## config.mk

```make
export PLATFORM = sky130hd
export DESIGN_NAME = hsm_queue
export DESIGN_NICKNAME = d
export VERILOG_FILES = /design/src/hdl/hsm_pkg.sv /design/src/hdl/hsm_queue.sv
export SDC_FILE = /design/constraint.sdc
export NUM_CORES = 1
export LEC_CHECK = 0
export BUFFER_PORTS_ARGS = -buffer_cell sky130_fd_sc_hd__buf_2
export CAP_MARGIN = 20
export CORE_MARGIN = 2
export CORE_UTILIZATION = 45
export CTS_BUF_LIST = sky130_fd_sc_hd__clkbuf_8
export DETAILED_ROUTE_END_ITERATION = 6
export GPL_ROUTABILITY_DRIVEN = 0
export PLACE_DENSITY = 0.71
export SYNTH_ARGS = -nofsm -noshare
export SYNTH_HDL_FRONTEND = slang
export SYNTH_SLANG_ARGS = --single-unit
export TNS_END_PERCENT = 1
```

## constraint.sdc

```tcl
create_clock -name clk -period 5.9 [get_ports clk]
set_input_delay 0.59 -clock clk [delete_from_list [all_inputs] [get_ports clk]]
set_output_delay 0.59 -clock clk [all_outputs]
set_load 0.005 [all_outputs]
```

## src/hdl/hsm_pkg.sv

```systemverilog
// ----------------------------------------------------------------------------
// hsm_pkg
// Shared types and constants for the hash set membership table.
// ----------------------------------------------------------------------------
package hsm_pkg;

	// default geometry
	localparam int HSM_BUCKETS = 64;
	localparam int HSM_WAYS    = 4;

	// field widths
	localparam int OP_W     = 2;
	localparam int VALUE_W  = 32;
	localparam int CFG_W    = 7;
	localparam int COUNT_W  = 9;
	localparam int COUNT_MAX = 511;

	// modulo unit: bits of dividend consumed per cycle, steps per word
	localparam int MOD_BITS_PER_STEP = 8;
	localparam int MOD_STEPS         = VALUE_W / MOD_BITS_PER_STEP;
	localparam int STEP_W            = $clog2(MOD_STEPS);

	// reset value of the modulus register
	localparam logic [CFG_W-1:0] CFG_RESET = 7'd64;

	// operation codes
	localparam logic [OP_W-1:0] OP_ADD    = 2'd0;
	localparam logic [OP_W-1:0] OP_REMOVE = 2'd1;
	localparam logic [OP_W-1:0] OP_QUERY  = 2'd2;

	// queue between front and back
	localparam int Q_DEPTH = 2;

	typedef struct packed {
		logic full;
		logic empty;
	} q_stat_t;

	typedef enum logic [1:0] {
		F_IDLE,
		F_DIV,
		F_PUSH
	} f_state_t;

	typedef enum logic [1:0] {
		B_CLEAR,
		B_IDLE,
		B_READ
	} b_state_t;

endpackage

```

## src/hdl/hsm_queue.sv

```systemverilog
// ----------------------------------------------------------------------------
// hsm_queue
// Two-entry queue that decouples the hashing front from the table back end.
// ----------------------------------------------------------------------------
module hsm_queue #(
	parameter int WIDTH = 40
) (
	input  logic               clk,
	input  logic               arst_n,
	input  logic               push,
	input  logic [WIDTH-1:0]   wdata,
	input  logic               pop,
	output logic [WIDTH-1:0]   rdata,
	output hsm_pkg::q_stat_t   stat
);

	localparam int PTR_W = $clog2(hsm_pkg::Q_DEPTH);
	localparam int CNT_W = $clog2(hsm_pkg::Q_DEPTH + 1);

	logic [WIDTH-1:0] slot_q [hsm_pkg::Q_DEPTH];
	logic [PTR_W-1:0] wr_ptr_q;
	logic [PTR_W-1:0] rd_ptr_q;
	logic [CNT_W-1:0] cnt_q;

	// pointers and fill count
	always_ff @(posedge clk or negedge arst_n) begin
		if (!arst_n) begin
			wr_ptr_q <= '0;
			rd_ptr_q <= '0;
			cnt_q    <= '0;
		end else begin
			if (push) wr_ptr_q <= wr_ptr_q + PTR_W'(1);
			if (pop)  rd_ptr_q <= rd_ptr_q + PTR_W'(1);
			if (push && !pop)      cnt_q <= cnt_q + CNT_W'(1);
			else if (pop && !push) cnt_q <= cnt_q - CNT_W'(1);
		end
	end

	// storage
	always_ff @(posedge clk) begin
		if (push) begin
			slot_q[wr_ptr_q] <= wdata;
		end
	end

	assign rdata      = slot_q[rd_ptr_q];
	assign stat.full  = (cnt_q == CNT_W'(hsm_pkg::Q_DEPTH));
	assign stat.empty = (cnt_q == '0);

endmodule

```

==> flow_metrics.py <==
metrics = {
    "place": {
        "port_buffers": 85,
        "hpwl_um": 3460,
    },
    "timing": {
        "fin_crit_ns": 2.66,
        "slew_viol_final": 0,
        "skew_ns": 0.00557,
        "max_slew_margin_pct": 33.3,
        "hold_viol": 0,
        "worst_pin_slew_ns": 1.00,
        "finalCritPeriodShare_pct": 45.1,
        "tns_ns": 0,
        "timing.fmax_ghz": 0.376,
        "rsz0062_at_grt": "false",
        "setup_viol": 0,
    },
    "critical_path": {
        "crit_start": "rd_ptr_q$_DFFE_PN0P_",
        "path_depth": 3,
        "worstSetupPathType": "register to primary output",
        "critPathMaxFanout": 23,
        "r2r_end": "slot_q[1][24]$_DFFE_PP_",
        "worst_path_dominant_cell_family": "flip-flops",
        "critPathCaptureType": "primary output",
        "reg2reg_depth": 1,
        "crit_slowest_cell": "dfrtp_2",
        "path_cells": "buf_4 -> mux2_2 -> buf_2",
        "slowest_delay_ns": 0.74,
        "reg2reg_setup_slack_ns": 4.24,
        "required_ns": 5.31,
        "arrival_ns": 2.07,
        "r2r_start": "wr_ptr_q$_DFFE_PN0P_",
        "start_kind": "register",
        "crit_buf_inv": 2,
    },
    "clock_tree": {
        "cts-hold-fix-buffers": 0,
        "cts_tree": "yes",
        "h-tree-depth": 3,
        "numCtsBuffers": 9,
        "clk_pin_slew_ns": 0.07,
        "root_buffer": "clkbuf_8",
        "insertion_delay_ns": 0.33,
        "post_cts_buffers": 0,
        "clockBufferDepth": 2,
        "cts_resized": 0,
        "numClockSinks": 84,
    },
    "logic_synthesis": {
        "ys.flop_type": "edfxtp_1",
        "synth_fp_nets": 186,
        "netlist_area_um2": 3280,
        "syn_inst": 141,
        "ys_types": 13,
        "synth_commonest_cells": "80 x edfxtp_1, 39 x mux2_4, 4 x buf_12, 4 x dfrtp_1, 4 x xor2_1",
        "syn_area_per_cell_um2": 23.2,
        "async_flop_share_pct": 4.76,
        "yosysMostFrequentCell": "edfxtp_1",
        "synth-warning-count": 0,
        "yosysTopAreaCellShare_pct": 73.3,
        "synth_top_area_cell": "edfxtp_1",
        "ys_ff_latch": 84,
        "yosysSeqAreaShare_pct": 76.4,
        "synth.top_cells.by_area": "edfxtp_1 73%, mux2_4 18%, dfrtp_1 3.1%, buf_12 2.4%, xor2_1 1.1%",
        "synth_enable_flop_cells": 80,
    },
    "detailed_routing": {
        "ant_nets": 0,
        "drtPass1Iterations": 4,
        "vias": 1555,
        "dr.first_iter.drc_count": 47,
        "viasPerCell": 4.61,
        "wl_per_cell_um": 15.1,
        "wirelength_um": 5100,
        "drc": 0,
    },
    "floorplan": {
        "start_util_pct": 45.9,
        "fp.dieArea_um2": 7980,
        "die_h_um": 89.3,
        "ioPinCount": 86,
        "core_um2": 7140,
        "die-width_um": 89.3,
        "rows": 31,
    },
    "power": {
        "p_int_mw": 1.29,
        "power_mw": 1.74,
        "clockPowerShare_pct": 20.8,
        "leakage_nw": 1.61,
        "switching_share_pct": 26.1,
        "ir_worst_vdd_v": 0.000248,
        "pwr-share-comb_pct": 29.6,
        "switchingPower_mw": 0.454,
        "p_per_area_nw_per_um2": 442,
        "seqPwrFrac_pct": 49.6,
    },
    "global_route": {
        "grt_pass1_wl_um": 7320,
        "grt_usage_pct": 12.7,
        "grt_pass1_vias": 1511,
        "grt_overflow": 0,
        "grt_max_degree": 41,
        "antenna_found_initial": 0,
    },
    "run_status": {
        "outcome": "finished, final reports clean",
    },
    "layout": {
        "antennaDiodeCount": 0,
        "final_core_util_pct": 55.3,
        "final_layout_size_suffix_gt1_share_pct": 58.8,
        "nets": 279,
        "syn_to_final_growth_pct": 20.4,
    },
    "min_path": {
        "hp-class": "primary input to asynchronous set/reset pin",
    },
    "run": {
        "drv_cap": 0,
    },
}
## worst max path at each step
| stage | end | slack (ns) |
|---|---|---|
| after floorplan | slot_q[0][0]$_DFFE_PP_ | 3.08 |
| after global placement | rdata[23] | 3.56 |
| after detailed placement | rdata[23] | 3.55 |
| after CTS | rdata[23] | 3.18 |
| after global routing | rdata[23] | 3.13 |
| final | rdata[23] | 3.24 |
## power by group through the flow
stage	clock network [mW]	registers, mW	logic (mW)
global route	0.400	0.878	0.561
finish	0.363	0.864	0.516
CTS	0.377	0.867	0.529
floorplan	0	0.837	0.428
global placement	0	0.875	0.512
detailed placement	0	0.881	0.529
## state kept, by name (all words and copies together), names as in the netlist
register,flops
cnt_q,2
slot_q,80
rd_ptr_q,1
wr_ptr_q,1
## area by class of cell
class | instances | area, um^2
inverter | 1 | 3.75
multi-input combinational | 51 | 688
clock inverter | 6 | 48.8
timing repair buffer | 87 | 453
fill | 607 | 3190
tap | 99 | 124
sequential | 84 | 2500
clock buffer | 9 | 124
## layout by cell type, fill, tap and decap left out
cell / netlist / final
clkinv_1: 0 / 3
mux2_2: 1 / 1
edfxtp_1: 80 / 80
xnor2_1: 1 / 1
dfrtp_1: 4 / 3
and2_2: 0 / 1
nor2_1: 2 / 2
ha_1: 1 / 1
nor2b_1: 2 / 1
bufinv_16: 0 / 1
dfrtp_2: 0 / 1
clkbuf_8: 0 / 9
xor2_1: 4 / 4
mux2_4: 39 / 39
nor2b_4: 0 / 1
buf_12: 4 / 1
buf_4: 0 / 1
buf_2: 0 / 85
inv_1: 1 / 3
## stage by stage
stage | hold slack (ns) | worst slack (ns) | area (um^2) | std cells
after floorplan | 0.294 | 3.08 | 3280 | 141
after global placement | 0.408 | 3.56 | 3750 | 321
after detailed placement | 0.407 | 3.55 | 3770 | 322
after CTS | 0.0366 | 3.18 | 3950 | 337
after global routing | 0.0376 | 3.13 | 3950 | 337
final | 0.0560 | 3.24 | 3950 | 337
## kinds of logic after synthesis
group / count (synthesis) / share of synthesized area, %
multiplexers: 40 / 18.2
adder cells (fa/ha/maj): 1 / 0.382
XOR/XNOR: 5 / 1.34
flip-flops: 84 / 76.4
buffers and inverters: 6 / 2.90
AND/OR/NAND/NOR: 5 / 0.802
## routing by layer
layer / global-route usage (%) / share of wire, %
met2: 21.7 / 57
met5: 0 / 0
met1: 14.5 / 38
met4: 4.61 / 1.0
met3: 4.80 / 4.5
(Power assumes the default switching activity.)
