[src/hdl/hsm_pkg.sv]
// ----------------------------------------------------------------------------
// hsm_pkg
// Shared types and constants for the hash set membership table.
// ----------------------------------------------------------------------------
package hsm_pkg;

	// default geometry
	localparam int HSM_BUCKETS = 64;
	localparam int HSM_WAYS    = 4;

	// field widths
	localparam int OP_W     = 2;
	localparam int VALUE_W  = 32;
	localparam int CFG_W    = 7;
	localparam int COUNT_W  = 9;
	localparam int COUNT_MAX = 511;

	// modulo unit: bits of dividend consumed per cycle, steps per word
	localparam int MOD_BITS_PER_STEP = 8;
	localparam int MOD_STEPS         = VALUE_W / MOD_BITS_PER_STEP;
	localparam int STEP_W            = $clog2(MOD_STEPS);

	// reset value of the modulus register
	localparam logic [CFG_W-1:0] CFG_RESET = 7'd64;

	// operation codes
	localparam logic [OP_W-1:0] OP_ADD    = 2'd0;
	localparam logic [OP_W-1:0] OP_REMOVE = 2'd1;
	localparam logic [OP_W-1:0] OP_QUERY  = 2'd2;

	// queue between front and back
	localparam int Q_DEPTH = 2;

	typedef struct packed {
		logic full;
		logic empty;
	} q_stat_t;

	typedef enum logic [1:0] {
		F_IDLE,
		F_DIV,
		F_PUSH
	} f_state_t;

	typedef enum logic [1:0] {
		B_CLEAR,
		B_IDLE,
		B_READ
	} b_state_t;

endpackage

[src/hdl/hsm_front.sv]
// ----------------------------------------------------------------------------
// hsm_front
// Accepts words and computes the bucket: value modulo the modulus in use,
// eight dividend bits per cycle, then queues op, value and bucket.
// ----------------------------------------------------------------------------
module hsm_front #(
	parameter int BUCKETS = hsm_pkg::HSM_BUCKETS
) (
	input  logic                                   clk,
	input  logic                                   arst_n,
	input  logic                                   in_valid,
	output logic                                   in_stall,
	input  logic [hsm_pkg::OP_W-1:0]               op,
	input  logic signed [hsm_pkg::VALUE_W-1:0]     value,
	input  logic [hsm_pkg::CFG_W-1:0]              buckets_in_use,
	input  logic                                   clear_busy,
	input  hsm_pkg::q_stat_t                       q_stat,
	output logic                                   q_push,
	output logic [hsm_pkg::OP_W+hsm_pkg::VALUE_W+(BUCKETS > 1 ? $clog2(BUCKETS) : 1)-1:0] q_wdata
);

	localparam int BKT_W = (BUCKETS > 1) ? $clog2(BUCKETS) : 1;
	localparam int REM_W = BKT_W + 1;
	localparam logic [hsm_pkg::STEP_W-1:0] STEP_LAST = hsm_pkg::STEP_W'(hsm_pkg::MOD_STEPS - 1);

	hsm_pkg::f_state_t state_q, state_nx;

	logic                           accept;
	logic [REM_W-1:0]               mod_eff;
	logic [REM_W-1:0]               rem_nx;
	logic [hsm_pkg::STEP_W-1:0]     step_q;
	logic [hsm_pkg::OP_W-1:0]       op_q;
	logic [hsm_pkg::VALUE_W-1:0]    val_q;
	logic [hsm_pkg::VALUE_W-1:0]    div_q;
	logic [REM_W-1:0]               mod_q;
	logic [REM_W-1:0]               rem_q;

	// clamp the configured modulus to 1..BUCKETS
	always_comb begin
		if (buckets_in_use == '0) begin
			mod_eff = REM_W'(1);
		end else if (32'(buckets_in_use) > 32'(BUCKETS)) begin
			mod_eff = REM_W'(BUCKETS);
		end else begin
			mod_eff = REM_W'(buckets_in_use);
		end
	end

	// eight restoring-remainder steps per cycle, top dividend bits first
	always_comb begin
		logic [REM_W-1:0] r;
		r = rem_q;
		for (int i = 0; i < hsm_pkg::MOD_BITS_PER_STEP; i++) begin
			r = {r[REM_W-2:0], div_q[hsm_pkg::VALUE_W-1-i]};
			if (r >= mod_q) r = r - mod_q;
		end
		rem_nx = r;
	end

	// handshake outputs
	always_comb begin
		case (state_q)
			hsm_pkg::F_IDLE: in_stall = clear_busy;
			hsm_pkg::F_PUSH: in_stall = clear_busy || q_stat.full;
			default:         in_stall = 1'b1;
		endcase
		q_push = (state_q == hsm_pkg::F_PUSH) && !q_stat.full;
	end

	assign accept  = in_valid && !in_stall;
	assign q_wdata = {op_q, val_q, rem_q[BKT_W-1:0]};

	// next state
	always_comb begin
		state_nx = state_q;
		case (state_q)
			hsm_pkg::F_IDLE: begin
				if (accept) state_nx = hsm_pkg::F_DIV;
			end
			hsm_pkg::F_DIV: begin
				if (step_q == STEP_LAST) state_nx = hsm_pkg::F_PUSH;
			end
			hsm_pkg::F_PUSH: begin
				if (!q_stat.full) state_nx = accept ? hsm_pkg::F_DIV : hsm_pkg::F_IDLE;
			end
			default: state_nx = hsm_pkg::F_IDLE;
		endcase
	end

	always_ff @(posedge clk or negedge arst_n) begin
		if (!arst_n) begin
			state_q <= hsm_pkg::F_IDLE;
			step_q  <= '0;
		end else begin
			state_q <= state_nx;
			if (accept) step_q <= '0;
			else if (state_q == hsm_pkg::F_DIV) step_q <= step_q + hsm_pkg::STEP_W'(1);
		end
	end

	// word and division datapath
	always_ff @(posedge clk) begin
		if (accept) begin
			op_q  <= op;
			val_q <= $unsigned(value);
			div_q <= $unsigned(value);
			mod_q <= mod_eff;
			rem_q <= '0;
		end else if (state_q == hsm_pkg::F_DIV) begin
			rem_q <= rem_nx;
			div_q <= div_q << hsm_pkg::MOD_BITS_PER_STEP;
		end
	end

	a_push_room: assert property (@(posedge clk) disable iff (!arst_n)
		q_push |-> !q_stat.full)
		else $error("front pushed into a full queue");

	a_accept_div: assert property (@(posedge clk) disable iff (!arst_n)
		accept |=> state_q == hsm_pkg::F_DIV)
		else $error("accepted word did not start division");

	a_rem_range: assert property (@(posedge clk) disable iff (!arst_n)
		q_push |-> rem_q < mod_q)
		else $error("bucket index not below modulus");

endmodule

[config.mk]
export PLATFORM = sky130hd
export DESIGN_NAME = hsm_front
export DESIGN_NICKNAME = d
export VERILOG_FILES = /design/src/hdl/hsm_pkg.sv /design/src/hdl/hsm_front.sv
export SDC_FILE = /design/constraint.sdc
export NUM_CORES = 1
export LEC_CHECK = 0
export BUFFER_PORTS_ARGS = -buffer_cell sky130_fd_sc_hd__buf_2
export CORE_MARGIN = 1.5
export CORE_UTILIZATION = 50
export DETAILED_ROUTE_END_ITERATION = 7
export PLACE_DENSITY = 0.82
export SLEW_MARGIN = 40
export SYNTH_ARGS = -nofsm -noshare
export SYNTH_HDL_FRONTEND = slang
export SYNTH_SLANG_ARGS = --single-unit
[constraint.sdc]
create_clock -name clk -period 13.7 [get_ports clk]
set_clock_uncertainty 0.2 [all_clocks]
set_input_delay 1.37 -clock clk [delete_from_list [all_inputs] [get_ports clk]]
set_output_delay 1.37 -clock clk [all_outputs]
set_load 0.02 [all_outputs]
==> results of run 1 <==
-- how the worst max path moves through the flow --
stage | start | endpoint | slack [ns] | cells past startpoint
CTS | mod_q[1] | rem_q[3] | 0.42 | 55
global route | mod_q[1] | rem_q[3] | -0.11 | 56
floorplan | mod_q[1] | rem_q[3] | 1.52 | 54
finish | mod_q[0] | rem_q[3] | 0.53 | 54
global placement | mod_q[1] | rem_q[3] | 0.87 | 55
detailed placement | mod_q[1] | rem_q[3] | 0.49 | 55
-- per-stage QoR --
step / setup WS, ns / instance area, sq um / instances / utilization, %
after floorplan: 1.52 / 5950 / 585 / -
after global placement: 0.874 / 6660 / 825 / 57.8
after detailed placement: 0.486 / 6670 / 825 / 57.9
after CTS: 0.417 / 6930 / 841 / 60.2
after global routing: -0.107 / 7040 / 849 / 61.2
final: 0.532 / 7040 / 849 / 61.2
-- per-layer routing --
| metal | routed length, microns | GRT usage, % | share of wire, % | up-vias |
|---|---|---|---|---|
| met1 | 5750 | 27.0 | 41 | 2339 |
| met4 | 455 | 9.45 | 3.2 | 0 |
| li1 | - | - | - | 2390 |
| met2 | 7120 | 40.0 | 50 | 154 |
| met3 | 770 | 4.21 | 5.5 | 35 |
| met5 | 0 | 0 | 0 | - |
-- kinds of logic after synthesis --
logic type	Yosys count	synth area share, %
buf+inv	52	3.41
xor+xnor	25	3.68
compound gates	154	19.5
mux	20	3.74
simple gates	186	14.4
fa+ha+maj	65	14.7
flops	83	40.5
-- worst max-delay path, delay by kind of cell, from the launching register on --
kind            cells  cell delay (ns)
compound gates     27             5.96
fa+ha+maj           8             2.65
buf+inv             5             0.83
flops               1             0.47
mux                 3             1.03
simple gates       11             1.90
-- flip-flops by register name, indices dropped and copies added, names as in the netlist --
signal,count
div_q,32
val_q,32
mod_q,7
rem_q,6
op_q,2
state_q,2
step_q,2
-- timing repair --
item | CTS | global route
endpoints found under the setup margin | 0 | 6
gates resized for setup | 0 | 12
endpoints found under the hold margin | 0 | 0
setup buffers | 0 | 8
-- cell type report --
| class | count | area [sq um] |
|---|---|---|
| Sequential cell | 83 | 2410 |
| Clock inverter | 5 | 28.8 |
| Tap cell | 143 | 179 |
| Fill cell | 941 | 4470 |
| Inverter | 44 | 169 |
| Multi-Input combinational cell | 450 | 3390 |
| Timing Repair Buffer | 113 | 631 |
| Clock buffer | 11 | 233 |
-- placed cells by master, fill, tap and decap left out, drive strengths merged, types with 3 or more instances in the layout --
cell,synthesis,layout
buf,3,113
nand2,96,96
edfxtp,73,73
ha,57,57
inv,43,44
a21oi,32,32
nor2,31,31
o21ai,31,31
xnor2,18,18
a21o,16,16
nor2b,16,16
a211oi,12,12
clkbuf,5,11
mux2i,11,11
and3,10,10
o21a,9,9
mux2,9,9
nand2b,8,8
fa,8,8
xor2,7,7
dfxtp,6,6
nor3,5,5
nand3,5,5
a2111oi,5,5
a31oi,4,4
dfrtp,4,4
o22ai,4,4
a2bb2oi,4,4
o31ai,4,4
a211o,3,3
o31a,3,3
and2,3,3
o311ai,3,3
a21boi,3,3
clkinv,1,3
==> results.json, run 1 <==
{
  "reg2reg_depth": 54,
  "regToRegStartpoint": "mod_q[0]",
  "h-tree-depth": 3,
  "wirelength_mm": 14.1,
  "crit_slowest_cell": "or3b_2",
  "vias": 4918,
  "rows": 39,
  "hold_path_end": "div_q[26]",
  "track_usage_pct": 22.6,
  "netlist_area_sq_um": 5950,
  "die_width_microns": 112,
  "path_clk_slew_ns": 0.06,
  "ctsRootBufferMaster": "clkbuf_16",
  "startpoint_type": "register",
  "grt_pass1_vias": 4999,
  "synth-seq-cells": 83,
  "drtIter0Drc": 300,
  "whs_ns": 0.310,
  "gp_congestion": 0.904,
  "whs_path_depth": 2,
  "start_util_pct": 51.7,
  "synth_seq_area_share_pct": 40.5,
  "die_height_microns": 112,
  "drive_gt1_share_pct": 24.1,
  "cts_made_buffers": 9,
  "hold_buffers": 0,
  "r2r-end": "rem_q[3]",
  "timing.final.crit_share_pct": 96.1,
  "cpPeakStageDelay_ns": 0.51,
  "relSlewSlack_pct": 49.2,
  "synth_largest_area_cell": "edfxtp_1",
  "dr.pass1.iters": 4,
  "ys_warn_count": 0,
  "slew_violations": 0,
  "diodes": 0,
  "finalHoldViolCount": 0,
  "grt_pass1_wl_mm": 23.0,
  "synth_fp_nets": 697,
  "hpwl_mm": 10.7,
  "worst_slew_pin_slew_ns": 0.762,
  "drc": 0,
  "synthCells": 585,
  "synth_most_common_cell": "nand2_1",
  "crit_arrival_ns": 13.19,
  "clk_path_buf_depth": 2,
  "criticalPathCategory": "reg2reg",
  "area.growth.synth_to_final_pct": 18.4,
  "synth-edff-count": 73,
  "nets": 813,
  "post-route-min-period_ns": 13.17,
  "reg2reg_slack_ns": 0.53,
  "ys_top_cells_by_area": "edfxtp_1, ha_1, nand2_1, fa_1, inv_1",
  "antenna_found_initial": 0,
  "synth.top_cell.area_share_pct": 36.8,
  "synthTopCellsByCount": "nand2_1, edfxtp_1, ha_1",
  "grt_max_degree": 67,
  "pin_count": 89,
  "synth_cell_types": 79,
  "via_per_inst": 5.79,
  "synth_ff_type": "edfxtp_1",
  "synthArstFlopShare_pct": 4.82,
  "antenna_left": 0,
  "die_area_sq_um": 12600,
  "setup_violations": 0,
  "core_sq_um": 11500,
  "max_freq_mhz": 75.9,
  "final.setup.tns_ns": 0,
  "crit_top_cell": "ha_1",
  "wl_per_cell_microns": 16.6,
  "synth_area_per_cell_sq_um": 10.2,
  "cp-end-kind": "register",
  "clk-insertion-delay-late_ns": 0.33,
  "grt_overflow_total": 0,
  "path_max_fanout": 7,
  "max_cap_violations": 0,
  "cts_tree": "built",
  "clock-sinks": 83,
  "status": "complete, no violations",
  "worstPathRequired_ns": 13.72,
  "io_buffers": 87,
  "hp-start": "div_q[18]",
  "hold_path_class": "reg2reg"
}
Power of run 1 is left out: the tool's default activity adds up to more than one toggle a clock period on the data nets, which glitch-free logic cannot reach.
==> inputs of run 2 (changes only) <==
--- a/config.mk
+++ b/config.mk
@@ -5,11 +5,12 @@
 export SDC_FILE = /design/constraint.sdc
 export NUM_CORES = 1
 export LEC_CHECK = 0
-export BUFFER_PORTS_ARGS = -buffer_cell sky130_fd_sc_hd__buf_2
 export CORE_MARGIN = 1.5
 export CORE_UTILIZATION = 50
 export DETAILED_ROUTE_END_ITERATION = 7
-export PLACE_DENSITY = 0.82
+export DONT_BUFFER_PORTS = 1
+export PLACE_DENSITY = 0.76
+export REMOVE_ABC_BUFFERS = 1
 export SLEW_MARGIN = 40
 export SYNTH_ARGS = -nofsm -noshare
 export SYNTH_HDL_FRONTEND = slang
==> results.json, run 2 (same netlist as run 1, synthesis figures left out) <==
{
  "status": "finished, violations left",
  "violations": "design-rule violations",
  "worst_slew_pin_slew_ns": 0.723,
  "vias": 4465,
  "path_max_fanout": 9,
  "crit_top_cell": "ha_1",
  "mostFrequentLayoutCells": "nand2_1, edfxtp_1, ha_1",
  "gp_congestion": 0.865,
  "cts_made_buffers": 9,
  "crit_slowest_cell": "or3b_2",
  "start_util_pct": 51.7,
  "drc": 2,
  "hold_path_class": "reg2reg",
  "hpwl_mm": 10.1,
  "die_width_microns": 112,
  "place_ws_ns": 0.433,
  "startpoint_type": "register",
  "die_area_sq_um": 12600,
  "clk_path_buf_depth": 2,
  "layout_commonest_cell": "nand2_1",
  "core_sq_um": 11500,
  "grt_overflow_total": 0,
  "clock-sinks": 83,
  "top_regs": "div_q: 32 flops, val_q: 32 flops, mod_q: 7 flops",
  "ctsRootBufferMaster": "clkbuf_16",
  "clk-insertion-delay-late_ns": 0.33,
  "finalHoldViolCount": 0,
  "grt_max_degree": 67,
  "timing.final.crit_share_pct": 95.3,
  "dr.pass1.iters": 6,
  "slew_violations": 0,
  "hold_buffers": 0,
  "fin_ws_ns": 0.640,
  "max_cap_violations": 0,
  "worstPathRequired_ns": 13.72,
  "setup_violations": 0,
  "grt_pass1_vias": 4614,
  "drtIter0Drc": 189,
  "io_buffers": 0,
  "relSlewSlack_pct": 51.8,
  "track_usage_pct": 21.6,
  "max_freq_mhz": 76.6,
  "via_per_inst": 5.86,
  "cp-end-kind": "register",
  "nets": 726,
  "cts_tree": "built",
  "pin_count": 89,
  "finalInstanceArea_sq_um": 6630,
  "crit_family": "compound AO/OA/AOI/OAI gates",
  "post-route-min-period_ns": 13.06,
  "h-tree-depth": 3,
  "area.growth.synth_to_final_pct": 11.4,
  "antenna_found_initial": 0,
  "criticalPathCategory": "reg2reg",
  "wl_per_cell_microns": 17.6,
  "wirelength_mm": 13.4,
  "path_clk_slew_ns": 0.06,
  "grt_pass1_wl_mm": 21.6,
  "place_area_sq_um": 6250,
  "antenna_left": 0,
  "die_height_microns": 112,
  "drive_gt1_share_pct": 12.6,
  "diodes": 0,
  "crit_arrival_ns": 13.08,
  "cpPeakStageDelay_ns": 0.55,
  "rows": 39,
  "cp_num_buf_inv": 4
}
run 2: changes by cell type in the layout (fill, tap and decap cells not counted), sizes merged:
cell	before	now
bufinv	0	2
clkinv	3	1
buf	113	26
clkinvlp	2	1
clkbuf	11	12
run 2: per-stage QoR:
stage,hold WS (ns),utilization (%),cells,TNS (ns)
after floorplan,0.268,-,577,0
after global placement,0.289,54.2,740,0
after detailed placement,0.298,54.2,740,0
after CTS,0.318,57.0,756,0
after global routing,0.330,57.5,762,-0.0453
final,0.316,57.5,762,0
run 2: metal layers:
layer | GRT usage, % | wire, microns | vias up | share of wire, %
met5 | 0 | 0 | - | 0
met4 | 9.20 | 462 | 0 | 3.5
met3 | 4.86 | 707 | 35 | 5.3
met2 | 38.2 | 6620 | 131 | 49
met1 | 25.2 | 5600 | 2095 | 42
li1 | - | - | 2204 | -
run 2: worst paths after layout:
kind	cells after the start	slack (ns)	end	start
setup reg to reg	54	0.64	rem_q[3]	mod_q[0]
min in group asynchronous	0	0.53	step_q[0]	arst_n
hold / removal	2	0.32	div_q[29]	div_q[21]
max in group asynchronous	0	12.70	state_q[1]	arst_n
hold reg to reg	2	0.32	div_q[29]	div_q[21]
setup / recovery	54	0.64	rem_q[3]	mod_q[0]
run 2: what timing repair did:
action / 4_1_cts / 5_1_grt
gates resized for setup: 0 / 6
endpoints found under the setup margin: 0 / 6
buffers inserted: 0 / 6
run 2: worst min-delay path: cells and delay by family, from the launching register on:
kind,cells,cell delay [ns]
flops,1,0.32
simple gates,2,0.09
run 2: area by class of cell:
cell class / count / area, sq um
clock buffers: 12 / 236
clock inverters: 4 / 76.3
fillers: 979 / 4890
inverters: 44 / 165
multi-input cells: 450 / 3360
flip-flops and latches: 83 / 2410
well taps: 143 / 179
repair buffers: 26 / 195
Power of run 2 is left out for the same reason.
==> inputs of run 3 (changes only) <==
--- a/config.mk
+++ b/config.mk
@@ -5,6 +5,7 @@
 export SDC_FILE = /design/constraint.sdc
 export NUM_CORES = 1
 export LEC_CHECK = 0
+export ABC_AREA = 1
 export CORE_MARGIN = 1.5
 export CORE_UTILIZATION = 50
 export DETAILED_ROUTE_END_ITERATION = 7
==> results.json, run 3 <==
{
  "status": "complete, no violations",
  "hold_path_class": "reg2reg",
  "cpPeakStageDelay_ns": 0.61,
  "area.growth.synth_to_final_pct": 7.67,
  "synthTopCellsByCount": "nand2_1, inv_1, edfxtp_1",
  "h-tree-depth": 3,
  "layout_commonest_cell": "nand2_1",
  "final.setup.tns_ns": 0,
  "relSlewSlack_pct": 51.4,
  "hold_buffers": 0,
  "grt_pass1_vias": 4541,
  "post_cts_buffers": 0,
  "synth.top_cell.area_share_pct": 36.6,
  "antenna_left": 0,
  "wl_per_cell_microns": 14.4,
  "multiInputGateArea_sq_um": 3170,
  "setup_violations": 0,
  "mostFrequentLayoutCells": "nand2_1, inv_1, edfxtp_1",
  "reg2reg_slack_ns": 2.00,
  "die_width_microns": 112,
  "place_area_sq_um": 6160,
  "grt_pass1_wl_mm": 20.2,
  "max_freq_mhz": 85.5,
  "core_sq_um": 11600,
  "die_area_sq_um": 12600,
  "finalInstanceArea_sq_um": 6450,
  "start_util_pct": 51.8,
  "cts_made_buffers": 9,
  "crit_arrival_ns": 11.73,
  "place_ws_ns": 2.13,
  "synth_ff_type": "edfxtp_1",
  "drtIter0Drc": 197,
  "finalHoldViolCount": 0,
  "synthArstFlopShare_pct": 4.82,
  "antenna_found_initial": 0,
  "criticalPathCategory": "reg2reg",
  "path_clk_slew_ns": 0.06,
  "fin_ws_ns": 2.00,
  "synthCells": 687,
  "timing.final.crit_share_pct": 85.4,
  "clk_path_buf_depth": 2,
  "hpwl_mm": 9.12,
  "yosys.area_share.adder_pct": 14.6,
  "post-route-min-period_ns": 11.70,
  "top_regs": "div_q: 32 flops, val_q: 32 flops, mod_q: 7 flops",
  "synth_simple_gate_area_share_pct": 26.5,
  "startpoint_type": "register",
  "synth_top_family_by_area": "simple AND/OR/NAND/NOR gates",
  "vias": 4510,
  "clock-sinks": 83,
  "cts_tree": "built",
  "synth-seq-cells": 83,
  "crit_top_cell": "nand2_1",
  "drive_gt1_share_pct": 11.7,
  "grt_overflow_total": 0,
  "path_max_fanout": 13,
  "synth_compound_area_share_pct": 7.98,
  "rows": 39,
  "worstPathRequired_ns": 13.72,
  "synth_most_common_cell": "nand2_1",
  "synth_area_per_cell_sq_um": 8.72,
  "synth_largest_area_cell": "edfxtp_1",
  "netlist_area_sq_um": 5990,
  "crit_slowest_cell": "inv_1",
  "grt_max_degree": 66,
  "n_fill_cell": 1016,
  "dr.pass1.iters": 7,
  "gp_congestion": 0.877,
  "cts_resized": 0,
  "synth-edff-count": 73,
  "cp-end-kind": "register",
  "synth_cell_types": 47,
  "via_per_inst": 5.36,
  "max_cap_violations": 0,
  "ctsRootBufferMaster": "clkbuf_16",
  "drc": 0,
  "clk-insertion-delay-late_ns": 0.33,
  "track_usage_pct": 19.9,
  "synth.area.mux_share_pct": 0.167,
  "synth_xor_area_share_pct": 3.65,
  "ff_latch_area_sq_um": 2410,
  "ys_top_cells_by_area": "edfxtp_1, nand2_1, ha_1, inv_1, nand3_1",
  "io_buffers": 0,
  "worst_slew_pin_slew_ns": 0.728,
  "diodes": 0,
  "synth_seq_area_share_pct": 40.3,
  "slew_violations": 0,
  "rsz0062_at_grt": "no",
  "wirelength_mm": 12.1,
  "pin_count": 89,
  "die_height_microns": 112,
  "ys_warn_count": 0,
  "nets": 806
}
[run 3: changes by cell type after synthesis, moves of 9 or more]
cell     before  now
xor2_1        7   17
nand3_1       4   36
nor2b_1      16    0
nand3_2       1   16
inv_1        42   95
xnor2_1      18    8
a21o_1       16    3
mux2i_1      10    1
nand2_1      96  191
nand2_2       0   11
[run 3: cell type report]
type                    instances  area share [%]
inverters                     102            6.01
flip-flops and latches         83            37.4
multi-input cells             496            49.2
well taps                     143            2.77
clock buffers                  11            3.61
repair buffers                  2           0.233
clock inverters                 4           0.815
[run 3: cells by family (layout without fill, tap and decap cells)]
| group | Yosys count | after routing |
|---|---|---|
| multiplexers | 1 | 1 |
| AND/OR/NAND/NOR | 329 | 329 |
| flip-flops | 83 | 83 |
| buffers and inverters | 108 | 119 |
| adder cells (fa/ha/maj) | 65 | 65 |
| XOR/XNOR | 25 | 25 |
| AO/OA/AOI/OAI | 76 | 76 |
[run 3: final timing paths]
kind | start | to | cells past startpoint
min in group asynchronous | arst_n | state_q[1] | 0
max | mod_q[1] | rem_q[3] | 66
max in group asynchronous | arst_n | step_q[0] | 0
min reg2reg | step_q[1] | step_q[1] | 2
max reg2reg | mod_q[1] | rem_q[3] | 66
min | step_q[1] | step_q[1] | 2
[run 3: stage by stage]
stage	utilization (%)	std cells	hold WS (ns)
2_1_floorplan	-	681	0.261
3_3_place_gp	53.3	826	0.276
3_5_place_dp	53.3	826	0.300
4_1_cts	55.8	841	0.316
5_1_grt	55.8	841	0.329
6_report	55.8	841	0.308
[run 3: routing by layer]
layer	GRT usage (%)	share of wire, %	wire (microns)	up-vias
met5	0	0	0	-
met4	6.50	1.7	204	0
met3	4.27	5.7	686	20
met2	35.5	50	6070	144
met1	23.9	43	5180	2053
li1	-	-	-	2293
[run 3: worst max-delay path, delay by kind of cell (launching register included)]
family	cells	cell delay, ns
buf+inv	12	1.91
xor+xnor	1	0.09
fa+ha+maj	8	2.49
flops	1	0.54
simple gates	32	3.89
compound gates	13	2.43
Power of run 3 is left out for the same reason.
